--- src/rtl/core/tbsd_pkg.sv ---
// Package for the tagged byte stream decoder: tag register indexes, result kinds,
// parser states and the result record. No dependencies.
package tbsd_pkg;

    localparam int NumTags   = 8;
    localparam int TagIdxW   = $clog2(NumTags);
    localparam int ByteW     = 8;
    localparam int KindW     = 4;
    localparam int ValueW    = 64;
    localparam int IndexW    = 32;
    localparam int CountW    = 3;

    typedef logic [NumTags-1:0][ByteW-1:0] tag_array_t;

    typedef enum logic [TagIdxW-1:0] {
        TAG_INT        = 3'd0,
        TAG_FLOAT      = 3'd1,
        TAG_SYMBOL_REF = 3'd2,
        TAG_SYMBOL_DEF = 3'd3,
        TAG_STRING     = 3'd4,
        TAG_RAW_STRING = 3'd5,
        TAG_OBJECT     = 3'd6,
        TAG_END        = 3'd7
    } tag_sel_t;

    typedef enum logic [KindW-1:0] {
        KIND_INT    = 4'd0,
        KIND_FLOAT  = 4'd1,
        KIND_SYMREF = 4'd2,
        KIND_SYMDEF = 4'd3,
        KIND_STRING = 4'd4,
        KIND_RAW    = 4'd5,
        KIND_OBJECT = 4'd6,
        KIND_END    = 4'd7,
        KIND_ERROR  = 4'd8
    } kind_t;

    typedef enum logic [3:0] {
        ST_IDLE,
        ST_SKIP,
        ST_INT,
        ST_FLOAT,
        ST_SYMREF,
        ST_SYMIDX,
        ST_SYMTXT,
        ST_STRING,
        ST_RAW,
        ST_OBJECT
    } parse_state_t;

    typedef struct packed {
        kind_t               kind;
        logic [ValueW-1:0]   value;
        logic [IndexW-1:0]   index;
        logic                last;
    } result_t;

    localparam logic [CountW-1:0] LastByte32 = 3'd3;
    localparam logic [CountW-1:0] LastByte64 = 3'd7;

    function automatic logic [ByteW-1:0] tag_reset_value(input int unsigned i);
        tag_reset_value = ByteW'(i + 1);
    endfunction

endpackage

--- src/rtl/core/tbsd_if.sv ---
// Handshake channels of the tagged byte stream decoder: byte input and result output.
// Depends on tbsd_pkg.
interface tbsd_byte_if;
    logic                      valid;
    logic                      ready;
    logic [tbsd_pkg::ByteW-1:0] byte_in;

    modport source (output valid, output byte_in, input ready);
    modport sink   (input valid, input byte_in, output ready);
endinterface

interface tbsd_result_if;
    logic                        valid;
    logic                        ready;
    logic [tbsd_pkg::KindW-1:0]  kind;
    logic [tbsd_pkg::ValueW-1:0] value;
    logic [tbsd_pkg::IndexW-1:0] index;
    logic                        last;

    modport source (output valid, output kind, output value, output index, output last,
                    input ready);
    modport sink   (input valid, input kind, input value, input index, input last,
                    output ready);
endinterface

--- src/rtl/core/tagged_byte_stream_decoder_unit.sv ---
// Tagged byte stream decoder, top level. A result is registered in the output stage
// after the transaction of the byte that completes it. Throughput: one byte per cycle; the
// parser is one state step per byte and the result register plus a skid entry keep
// input ready high until two results wait. Reset (rst_n low, asynchronous) returns the
// parser to idle, clears the output stage and loads tag registers with 1 through 8.
module tagged_byte_stream_decoder_unit (
    input  logic                         clk,
    input  logic                         rst_n,
    input  logic                         cfg_we,
    input  logic [tbsd_pkg::TagIdxW-1:0] cfg_index,
    input  logic [tbsd_pkg::ByteW-1:0]   cfg_data,
    tbsd_byte_if.sink                    stream,
    tbsd_result_if.source                result
);

    tbsd_pkg::tag_array_t tags;
    tbsd_pkg::result_t    push_data;
    tbsd_pkg::result_t    out_data;
    logic                 push;
    logic                 can_accept;
    logic                 accept;

    assign stream.ready = can_accept;
    assign accept       = stream.valid & can_accept;

    tbsd_tag_regs u_tag_regs (
        .clk       (clk),
        .rst_n     (rst_n),
        .cfg_we    (cfg_we),
        .cfg_index (cfg_index),
        .cfg_data  (cfg_data),
        .tags      (tags)
    );

    tbsd_parser u_parser (
        .clk     (clk),
        .rst_n   (rst_n),
        .accept  (accept),
        .byte_in (stream.byte_in),
        .tags    (tags),
        .push    (push),
        .result  (push_data)
    );

    tbsd_out_stage u_out_stage (
        .clk        (clk),
        .rst_n      (rst_n),
        .push       (push),
        .push_data  (push_data),
        .can_accept (can_accept),
        .out_valid  (result.valid),
        .out_ready  (result.ready),
        .out_data   (out_data)
    );

    assign result.kind  = out_data.kind;
    assign result.value = out_data.value;
    assign result.index = out_data.index;
    assign result.last  = out_data.last;

endmodule

--- src/rtl/core/tbsd_tag_regs.sv ---
// Tag byte registers written through the plain configuration port.
// Depends on tbsd_pkg.
module tbsd_tag_regs (
    input  logic                         clk,
    input  logic                         rst_n,
    input  logic                         cfg_we,
    input  logic [tbsd_pkg::TagIdxW-1:0] cfg_index,
    input  logic [tbsd_pkg::ByteW-1:0]   cfg_data,
    output tbsd_pkg::tag_array_t         tags
);

    tbsd_pkg::tag_array_t tags_reg;

    always_ff @(posedge clk or negedge rst_n)
    begin
        if (!rst_n)
        begin
            for (int i = 0; i < tbsd_pkg::NumTags; i++)
            begin
                tags_reg[i] <= tbsd_pkg::tag_reset_value(i);
            end
        end
        else if (cfg_we)
        begin
            tags_reg[cfg_index] <= cfg_data;
        end
    end

    assign tags = tags_reg;

endmodule

--- src/rtl/core/tbsd_parser.sv ---
// Parser state, big-endian assembly register and held symbol index; one byte per
// transaction, at most one result. Depends on tbsd_pkg.
module tbsd_parser (
    input  logic                       clk,
    input  logic                       rst_n,
    input  logic                       accept,
    input  logic [tbsd_pkg::ByteW-1:0] byte_in,
    input  tbsd_pkg::tag_array_t       tags,
    output logic                       push,
    output tbsd_pkg::result_t          result
);

    tbsd_pkg::parse_state_t              phase_reg, phase_next;
    logic [tbsd_pkg::CountW-1:0]         count_reg, count_next;
    logic [tbsd_pkg::ValueW-1:0]         asm_reg, asm_next;
    logic [tbsd_pkg::IndexW-1:0]         held_reg, held_next;
    logic [tbsd_pkg::ValueW-1:0]         shifted;
    logic                                res_valid;
    tbsd_pkg::result_t                   res;

    always_ff @(posedge clk or negedge rst_n)
    begin
        if (!rst_n)
        begin
            phase_reg <= tbsd_pkg::ST_IDLE;
            count_reg <= '0;
            asm_reg   <= '0;
            held_reg  <= '0;
        end
        else if (accept)
        begin
            phase_reg <= phase_next;
            count_reg <= count_next;
            asm_reg   <= asm_next;
            held_reg  <= held_next;
        end
    end

    assign shifted = {asm_reg[tbsd_pkg::ValueW-tbsd_pkg::ByteW-1:0], byte_in};

    always_comb
    begin
        phase_next = phase_reg;
        count_next = count_reg + 1'b1;
        asm_next   = asm_reg;
        held_next  = held_reg;
        res_valid  = 1'b0;
        res        = '0;
        case (phase_reg)
            tbsd_pkg::ST_SKIP:
            begin
                if (byte_in == tags[tbsd_pkg::TAG_END])
                begin
                    phase_next = tbsd_pkg::ST_IDLE;
                end
            end
            tbsd_pkg::ST_INT:
            begin
                asm_next = shifted;
                if (count_reg == tbsd_pkg::LastByte32)
                begin
                    phase_next = tbsd_pkg::ST_IDLE;
                    res_valid  = 1'b1;
                    res.kind   = tbsd_pkg::KIND_INT;
                    res.value  = {{(tbsd_pkg::ValueW-tbsd_pkg::IndexW){1'b0}},
                                  shifted[tbsd_pkg::IndexW-1:0]};
                end
            end
            tbsd_pkg::ST_FLOAT:
            begin
                asm_next = shifted;
                if (count_reg == tbsd_pkg::LastByte64)
                begin
                    phase_next = tbsd_pkg::ST_IDLE;
                    res_valid  = 1'b1;
                    res.kind   = tbsd_pkg::KIND_FLOAT;
                    res.value  = shifted;
                end
            end
            tbsd_pkg::ST_SYMREF:
            begin
                asm_next = shifted;
                if (count_reg == tbsd_pkg::LastByte32)
                begin
                    phase_next = tbsd_pkg::ST_IDLE;
                    res_valid  = 1'b1;
                    res.kind   = tbsd_pkg::KIND_SYMREF;
                    res.index  = shifted[tbsd_pkg::IndexW-1:0];
                end
            end
            tbsd_pkg::ST_SYMIDX:
            begin
                asm_next = shifted;
                if (count_reg == tbsd_pkg::LastByte32)
                begin
                    phase_next = tbsd_pkg::ST_SYMTXT;
                    held_next  = shifted[tbsd_pkg::IndexW-1:0];
                end
            end
            tbsd_pkg::ST_OBJECT:
            begin
                asm_next = shifted;
                if (count_reg == tbsd_pkg::LastByte32)
                begin
                    phase_next = tbsd_pkg::ST_IDLE;
                    res_valid  = 1'b1;
                    res.kind   = tbsd_pkg::KIND_OBJECT;
                    res.index  = shifted[tbsd_pkg::IndexW-1:0];
                end
            end
            tbsd_pkg::ST_SYMTXT, tbsd_pkg::ST_STRING, tbsd_pkg::ST_RAW:
            begin
                res_valid = 1'b1;
                if (phase_reg == tbsd_pkg::ST_SYMTXT)
                begin
                    res.kind  = tbsd_pkg::KIND_SYMDEF;
                    res.index = held_reg;
                end
                else if (phase_reg == tbsd_pkg::ST_STRING)
                begin
                    res.kind = tbsd_pkg::KIND_STRING;
                end
                else
                begin
                    res.kind = tbsd_pkg::KIND_RAW;
                end
                if (byte_in == '0)
                begin
                    phase_next = tbsd_pkg::ST_IDLE;
                    res.last   = 1'b1;
                end
                else
                begin
                    res.value = {{(tbsd_pkg::ValueW-tbsd_pkg::ByteW){1'b0}}, byte_in};
                end
            end
            default:
            begin
                // idle: first matching tag register wins
                count_next = '0;
                asm_next   = '0;
                if (byte_in == tags[tbsd_pkg::TAG_INT])
                begin
                    phase_next = tbsd_pkg::ST_INT;
                end
                else if (byte_in == tags[tbsd_pkg::TAG_FLOAT])
                begin
                    phase_next = tbsd_pkg::ST_FLOAT;
                end
                else if (byte_in == tags[tbsd_pkg::TAG_SYMBOL_REF])
                begin
                    phase_next = tbsd_pkg::ST_SYMREF;
                end
                else if (byte_in == tags[tbsd_pkg::TAG_SYMBOL_DEF])
                begin
                    phase_next = tbsd_pkg::ST_SYMIDX;
                end
                else if (byte_in == tags[tbsd_pkg::TAG_STRING])
                begin
                    phase_next = tbsd_pkg::ST_STRING;
                end
                else if (byte_in == tags[tbsd_pkg::TAG_RAW_STRING])
                begin
                    phase_next = tbsd_pkg::ST_RAW;
                end
                else if (byte_in == tags[tbsd_pkg::TAG_OBJECT])
                begin
                    phase_next = tbsd_pkg::ST_OBJECT;
                end
                else if (byte_in == tags[tbsd_pkg::TAG_END])
                begin
                    asm_next   = asm_reg;
                    phase_next = tbsd_pkg::ST_IDLE;
                    res_valid  = 1'b1;
                    res.kind   = tbsd_pkg::KIND_END;
                end
                else
                begin
                    asm_next   = asm_reg;
                    phase_next = tbsd_pkg::ST_SKIP;
                    res_valid  = 1'b1;
                    res.kind   = tbsd_pkg::KIND_ERROR;
                    res.value  = {{(tbsd_pkg::ValueW-tbsd_pkg::ByteW){1'b0}}, byte_in};
                end
            end
        endcase
    end

    assign push   = accept & res_valid;
    assign result = res;

endmodule

--- src/rtl/core/tbsd_out_stage.sv ---
// Result register with one skid entry; input ready holds while the skid is empty.
// Depends on tbsd_pkg.
module tbsd_out_stage (
    input  logic              clk,
    input  logic              rst_n,
    input  logic              push,
    input  tbsd_pkg::result_t push_data,
    output logic              can_accept,
    output logic              out_valid,
    input  logic              out_ready,
    output tbsd_pkg::result_t out_data
);

    logic              out_valid_reg;
    logic              skid_valid_reg;
    tbsd_pkg::result_t out_data_reg;
    tbsd_pkg::result_t skid_data_reg;
    logic              out_fire;

    assign out_fire = out_valid_reg & out_ready;

    always_ff @(posedge clk or negedge rst_n)
    begin
        if (!rst_n)
        begin
            out_valid_reg  <= 1'b0;
            skid_valid_reg <= 1'b0;
        end
        else if (skid_valid_reg)
        begin
            if (out_fire)
            begin
                skid_valid_reg <= 1'b0;
            end
        end
        else if (push)
        begin
            if (out_valid_reg && !out_fire)
            begin
                skid_valid_reg <= 1'b1;
            end
            else
            begin
                out_valid_reg <= 1'b1;
            end
        end
        else if (out_fire)
        begin
            out_valid_reg <= 1'b0;
        end
    end

    always_ff @(posedge clk)
    begin
        if (skid_valid_reg)
        begin
            if (out_fire)
            begin
                out_data_reg <= skid_data_reg;
            end
        end
        else if (push)
        begin
            if (out_valid_reg && !out_fire)
            begin
                skid_data_reg <= push_data;
            end
            else
            begin
                out_data_reg <= push_data;
            end
        end
    end

    assign can_accept = ~skid_valid_reg;
    assign out_valid  = out_valid_reg;
    assign out_data   = out_data_reg;

endmodule

--- src/flat_wrapper.sv ---
// flat-port wrapper written by rule: the top's interface ports become plain ports
module tagged_byte_stream_decoder_unit_flat 
  (clk, rst_n, cfg_we, cfg_index, cfg_data, stream_valid, stream_byte_in, stream_ready, result_valid, result_kind, result_value, result_index, result_last, result_ready);
  tbsd_byte_if stream_i ();
  tbsd_result_if result_i ();
  input  logic clk;
  input  logic rst_n;
  input  logic cfg_we;
  input  logic [tbsd_pkg::TagIdxW-1:0] cfg_index;
  input  logic [tbsd_pkg::ByteW-1:0] cfg_data;
  input wire logic [$bits(stream_i.valid)-1:0] stream_valid;
  input wire logic [$bits(stream_i.byte_in)-1:0] stream_byte_in;
  output wire logic [$bits(stream_i.ready)-1:0] stream_ready;
  output wire logic [$bits(result_i.valid)-1:0] result_valid;
  output wire logic [$bits(result_i.kind)-1:0] result_kind;
  output wire logic [$bits(result_i.value)-1:0] result_value;
  output wire logic [$bits(result_i.index)-1:0] result_index;
  output wire logic [$bits(result_i.last)-1:0] result_last;
  input wire logic [$bits(result_i.ready)-1:0] result_ready;
  assign stream_i.valid = stream_valid;
  assign stream_i.byte_in = stream_byte_in;
  assign stream_ready = stream_i.ready;
  assign result_valid = result_i.valid;
  assign result_kind = result_i.kind;
  assign result_value = result_i.value;
  assign result_index = result_i.index;
  assign result_last = result_i.last;
  assign result_i.ready = result_ready;
  tagged_byte_stream_decoder_unit u_core (.clk(clk), .rst_n(rst_n), .cfg_we(cfg_we), .cfg_index(cfg_index), .cfg_data(cfg_data), .stream(stream_i), .result(result_i));
endmodule
--- config.mk ---
export PLATFORM = sky130hd
export DESIGN_NAME = tagged_byte_stream_decoder_unit_flat
export DESIGN_NICKNAME = d
export VERILOG_FILES = /design/src/rtl/core/tbsd_pkg.sv /design/src/rtl/core/tbsd_if.sv /design/src/rtl/core/tagged_byte_stream_decoder_unit.sv /design/src/rtl/core/tbsd_tag_regs.sv /design/src/rtl/core/tbsd_parser.sv /design/src/rtl/core/tbsd_out_stage.sv /design/src/flat_wrapper.sv
export SDC_FILE = /design/constraint.sdc
export NUM_CORES = 1
export LEC_CHECK = 0
export ABC_AREA = 1
export BUFFER_PORTS_ARGS = -buffer_cell sky130_fd_sc_hd__buf_2
export CORE_ASPECT_RATIO = 0.8
export CORE_MARGIN = 2
export CORE_UTILIZATION = 55
export DETAILED_ROUTE_END_ITERATION = 8
export PLACE_DENSITY = 0.74
export SLEW_MARGIN = 20
export SYNTH_ARGS = -nofsm -noshare
export SYNTH_HDL_FRONTEND = slang
export SYNTH_SLANG_ARGS = --single-unit
--- constraint.sdc ---
create_clock -name clk -period 7.8 [get_ports clk]
set_input_delay 1.56 -clock clk [delete_from_list [all_inputs] [get_ports clk]]
set_output_delay 1.56 -clock clk [all_outputs]
set_load 0.02 [all_outputs]
Yosys cells after proc, flatten, opt, wreduce, memory -nomap -nowiden
Cells that the tools add are included.

Word-level logic and storage cells: 148. Input port bits: 24. Register bits after elaboration: 363. Output and inout port bits: 103.

Reductions and logical operators: 21. $add $sub $neg: 1. Magnitude comparators: 2. Equality and inequality tests: 27. Muxes and demuxes: 70. Bitwise gates (word level): 5.

Operators with widths (number): $mux W68 (7); $mux W101 (4); $mux W56 (7); $pmux W64 S4 (1); $pmux W56 S2 (1); $mux W32 (3); $mux W65 (1); $bwmux W64 (1); $eq A8 B8 Y1 (8); $pmux W32 S2 (1); $mux W4 (13); $demux W8 S3 (1); $mux W8 (3); $pmux W4 S6 (1); $mux W1 (20); $pmux W4 S5 (1); $eq A4 B3 Y1 const B (4); $reduce_and A3 Y1 (5); $ne A2 B2 Y1 const B (6); $mux W3 (3); $reduce_or A9 Y1 (1); $eq A4 B2 Y1 const B (2); $eq A4 B4 Y1 const B (2); $logic_not A8 Y1 (1); other kinds (20) (29).

Logic depth before layout (Yosys ltp)
Depth after elaboration: 13. Mapped depth: 16. Gate-level depth less buffers: 13.

By module
A second synthesis with hierarchy kept.

Cells, all modules: 1784. Area total of the unflattened synthesis: 16412.0 µm².

By module, submodules not included: tbsd_out_stage (area each 7497.2 µm², cells each 546, instances 1, seq. area each 6115.9 µm²); tbsd_parser (area each 6222.2 µm², cells each 941, instances 1, seq. area each 2377.3 µm²); tbsd_tag_regs (area each 2685.1 µm², cells each 295, instances 1, seq. area each 1617.8 µm²); tagged_byte_stream_decoder_unit (area each 7.5 µm², cells each 2, instances 1, seq. area each 0.0 µm²).

Least setup slack after synthesis
OpenSTA, ideal clock, no wires.

Kind: input-to-reg. Start point: in stream_byte_in[5]. End point: reg u_core.u_out_stage.out_data_reg, in the netlist u_core.u_out_stage.out_data[0] (enable). Arrival time: 7.383 ns. Cell stages on the path: 14. Path slack: -0.177 ns. Data required time: 7.206 ns. Library setup time: 0.594 ns. Path buffers: 2. Cell sequence: buf_6 > inv_2 > buf_6 > nand2_1 > nand2_1 > nand2_1 > nor2_1 > nand2_2 > nand2_2 > nor2_4 > nand2_1 > nand2_1 > nand2_1 > a21oi_1.

Longest elaborated chain between the ends: 12. Elaborated cells on any way between the ends: 18. Classes of those cells: eq/ne: 7; mux: 8; bitwise: 1; reduce/logical: 2.

Ends and longest elaborated chain: from (decl) (RTL line flat_wrapper.sv:12) `input wire logic [$bits(stream_i.byte_in)-1:0] stream_byte_in;`; $eq A8 B8 Y1 (RTL line tbsd_parser.sv:166) `else if (byte_in == tags[tbsd_pkg::TAG_OBJECT])`; $mux W1 (RTL line tbsd_parser.sv:166); $mux W1 (RTL line tbsd_parser.sv:162) `else if (byte_in == tags[tbsd_pkg::TAG_RAW_STRING])`; $mux W1 (RTL line tbsd_parser.sv:158) `else if (byte_in == tags[tbsd_pkg::TAG_STRING])`; $mux W1 (RTL line tbsd_parser.sv:154) `else if (byte_in == tags[tbsd_pkg::TAG_SYMBOL_DEF])`; $mux W1 (RTL line tbsd_parser.sv:150) `else if (byte_in == tags[tbsd_pkg::TAG_SYMBOL_REF])`; $mux W1 (RTL line tbsd_parser.sv:146) `else if (byte_in == tags[tbsd_pkg::TAG_FLOAT])`; $mux W1 (*) (RTL line tbsd_parser.sv:142) `if (byte_in == tags[tbsd_pkg::TAG_INT])`; $pmux W1 S4 (*) (RTL line tbsd_parser.sv:49) `case (phase_reg)`; $and A1 B1 Y1 (*) (RTL line tbsd_parser.sv:189) `assign push = accept & res_valid;`; $reduce_bool A2 Y1 (no line) (*); $reduce_and A3 Y1 (no line) (*); to (signal assigned) (RTL line tbsd_out_stage.sv:59) `out_data_reg <= skid_data_reg;`; to (signal assigned) (RTL line tbsd_out_stage.sv:70) `out_data_reg <= push_data;`; to (decl) (RTL line tbsd_out_stage.sv:16) `tbsd_pkg::result_t out_data_reg;`.

Every way passes the cells marked *; elsewhere a longest branch is shown, timed or not. A chain may end at the register's enable or synchronous reset.

Final worst setup path
Start point: in stream_byte_in[5]. End point: reg u_core.u_out_stage.out_data_reg, in the netlist u_core.u_out_stage.out_data[3] (enable).

The elaborated chain is that of the path after synthesis.

==> results.json <==
{
  "globalRouteOverflowTotal": 0,
  "fill_cells": 2300,
  "final_area_um2": 17990,
  "hold_path.class": "reg -> reg",
  "viasPerCell": 5.283,
  "wl_per_cell_um": 16.48,
  "drt_iter0_drc": 999,
  "drive_above_1_share": 0.1769,
  "htree_levels": 2,
  "skew_ns": 0.01546,
  "synth_area_leaders": "edfxtp_1 (38%), dfrtp_1 (23%), nand2_1 (17%), o21ai_0 (3.3%), dfstp_2 (2.1%)",
  "yosysWarnings": 0,
  "p_clk_frac": 0.431,
  "clock_latency_ns": 0.53,
  "clk_pin_slew_worst_paths_ns": 0.06,
  "yosysTopAreaCell": "edfxtp_1",
  "synthCells": 1648,
  "p_int_mw": 3.233,
  "synthesis.nets": 1675,
  "crit_family": "buffers and inverters",
  "synth_cell_types": 40,
  "placed_area_um2": 16720,
  "pwr-share-comb": 0.052,
  "start_util": 0.5616,
  "relSlewSlack": 0.2619,
  "setup_viol_count_final": 0,
  "cp_max_fo": 60,
  "grt_max_degree": 100,
  "p_per_area_nw_per_um2": 230.5,
  "cts_setup_buffers": 0,
  "cp.arrival_ns": 3.82,
  "leakagePower_nw": 8.307,
  "antenna_cells": 0,
  "path_cells": "buf_2 > inv_2 > nand2_1 > nand2_1 > nand2_1 > nor2_1 > nand2_1 > nand2_2 > nor2_4 > nand2_1 > nand2_1 > nand2_1 > a21oi_4 > buf_4",
  "hold_buffers": 0,
  "num_rows": 55,
  "p_sw_frac": 0.2204,
  "critPathLaunchType": "primary input",
  "grt_util_all_layers": 0.2394,
  "tns_ns": 0,
  "gp_congestion": 0.8795,
  "synth_top_area_frac": 0.3810,
  "coreArea_um2": 28350,
  "fmaxAchievable_ghz": 0.2724,
  "min_period_ns": 3.671,
  "drv_slew": 0,
  "path_buf_inv": 3,
  "status": "completed",
  "vias": 11331,
  "cts_buffer_depth": 3,
  "seq_area_frac_synth": 0.6350,
  "die_width_um": 194.2,
  "synthArstFlopShare": 0.4435,
  "synth_area_um2": 15920,
  "ioPinCount": 127,
  "max_cap_viol_count": 0,
  "cts.sinks": 363,
  "fp.dieH_um": 156.2,
  "clockRootBuffer": "clkbuf_16",
  "irDropWorstVdd_uv": 179.7,
  "dr.pass1.iters": 7,
  "grt_pass1_wl_mm": 58.37,
  "cts_resized": 0,
  "critPathCaptureType": "flip-flop",
  "routed_wl_mm": 35.36,
  "rsz0062_at_grt": "no",
  "antenna_found_initial": 0,
  "drc": 0,
  "cts_tree": "yes",
  "area_growth_syn_to_layout_pct": 12.97,
  "r2r_slack_ns": 4.28,
  "hold_viol": 0,
  "synth_edf_count": 202,
  "die_area_um2": 30340,
  "ys_ff_latch": 363,
  "drtAntennaViolNets": 0,
  "crit_top_cell": "nand2_1",
  "critPathRequiredTime_ns": 7.95,
  "seqPwrFrac": 0.516,
  "path_class": "in -> reg",
  "slowest_stage": "buf_4",
  "p_switching_mw": 0.9138,
  "port_buffers": 126,
  "synthFlopType": "edfxtp_1",
  "grt_pass1_vias": 10767,
  "syn_area_per_cell_um2": 9.662,
  "slowest_delay_ns": 0.62,
  "hpwlAfterDp_mm": 22.67,
  "period_share": 0.4706,
  "cts_buffers": 37,
  "worst_slew_pin_slew_ns": 1.107,
  "final_nets": 1773
}
==> kinds of logic (layout without fill, tap and decap cells) <==
kind of cell | count (synthesis) | after routing | synth area share
AO/OA/AOI/OAI | 165 | 165 | 0.05398
XOR/XNOR | 39 | 39 | 0.02145
adder cells (fa/ha/maj) | 3 | 3 | 0.002358
buffers and inverters | 171 | 298 | 0.04911
flip-flops | 363 | 363 | 0.6350
AND/OR/NAND/NOR | 907 | 907 | 0.2381
==> path summary, 6_finish.rpt <==
check                      cells after the start                           endpoint                         start
setup reg to reg                              12     u_core.u_out_stage.out_data[3]  u_core.u_parser.phase_reg[2]
hold / removal                                 2        u_core.u_parser.asm_reg[55]   u_core.u_parser.asm_reg[55]
min in group asynchronous                      1         u_core.u_tag_regs.tags[24]                         rst_n
max in group asynchronous                      3  u_core.u_out_stage.skid_valid_reg                         rst_n
hold reg to reg                                2        u_core.u_parser.asm_reg[55]   u_core.u_parser.asm_reg[55]
setup / recovery                              14     u_core.u_out_stage.out_data[3]             stream_byte_in[5]
==> layout by cell type (no fill, tap or decap), drive strengths merged <==
cell type / instances
nand2: 769
edfxtp: 202
dfrtp: 148
o21ai: 139
buf: 138
inv: 92
nor2: 78
clkbuf: 53
xnor2: 38
nor3: 28
nand3: 23
a21oi: 14
dfstp: 13
clkinv: 11
a21boi: 8
nand4: 6
ha: 3
bufinv: 3
o22ai: 2
xor2: 1
a22oi: 1
nor3b: 1
or2: 1
o21bai: 1
nor4: 1
clkinvlp: 1
==> routing by layer <==
layer  up-vias  routed length [um]  GRT usage
met4         0                 675    0.06025
met2       384               15610     0.3627
met3        55                2321    0.03891
li1       5479                   -          -
met5         -                   0          0
met1      5413               16750     0.3635
==> final cells by class <==
cell class / instances / area, um^2 / area share
clock buffer: 53 / 1067 / 0.05933
clock inverter: 15 / 176.4 / 0.009807
inverter: 92 / 349.1 / 0.01941
multi-input combinational: 1114 / 5079 / 0.2823
sequential: 363 / 10110 / 0.5623
tap: 370 / 462.9 / 0.02574
timing repair buffer: 138 / 739.5 / 0.04111
==> synth_stat cells, types with 2 or more instances <==
| cell | n |
|---|---|
| ha_1 | 3 |
| buf_1 | 5 |
| nor2_4 | 3 |
| nand3_2 | 2 |
| nor2_1 | 71 |
| nand4_1 | 6 |
| inv_1 | 75 |
| buf_12 | 4 |
| dfrtp_1 | 148 |
| clkinv_1 | 2 |
| buf_6 | 2 |
| nand2_1 | 720 |
| clkbuf_1 | 46 |
| buf_4 | 8 |
| a21boi_0 | 8 |
| nand3_1 | 20 |
| nor3_2 | 22 |
| o21ai_0 | 106 |
| dfstp_2 | 13 |
| buf_2 | 13 |
| inv_2 | 14 |
| nor2_2 | 4 |
| xnor2_1 | 38 |
| a21oi_1 | 14 |
| nand2_2 | 48 |
| o21ai_1 | 33 |
| edfxtp_1 | 202 |
| nor3_1 | 6 |
==> power groups by stage <==
stage / clock, mW / sequential, mW / combinational, mW
after floorplan: 0 / 2.16 / 0.161
after global placement: 0 / 2.18 / 0.211
after detailed placement: 0 / 2.18 / 0.216
after CTS: 1.82 / 2.14 / 0.217
after global routing: 1.90 / 2.15 / 0.254
final: 1.79 / 2.14 / 0.217
==> worst min-delay path: stages (launching register included) <==
cell	delay (ns)
dfrtp_1	0.34
nand2_1	0.05
nand2_1	0.05
==> per-stage QoR <==
| step | setup WS, ns | power, mW | std cells | hold WS, ns | utilization |
|---|---|---|---|---|---|
| after floorplan | 0.5068 | 2.318 | 1648 | 0.4422 | - |
| after global placement | 3.720 | 2.387 | 2076 | 0.4574 | 0.5896 |
| after detailed placement | 3.645 | 2.393 | 2076 | 0.4640 | 0.5896 |
| after CTS | 4.129 | 4.171 | 2144 | 0.4786 | 0.6335 |
| after global routing | 3.872 | 4.296 | 2145 | 0.5049 | 0.6345 |
| final | 4.129 | 4.146 | 2145 | 0.4769 | 0.6345 |
Power figures use the tool's default switching activity.
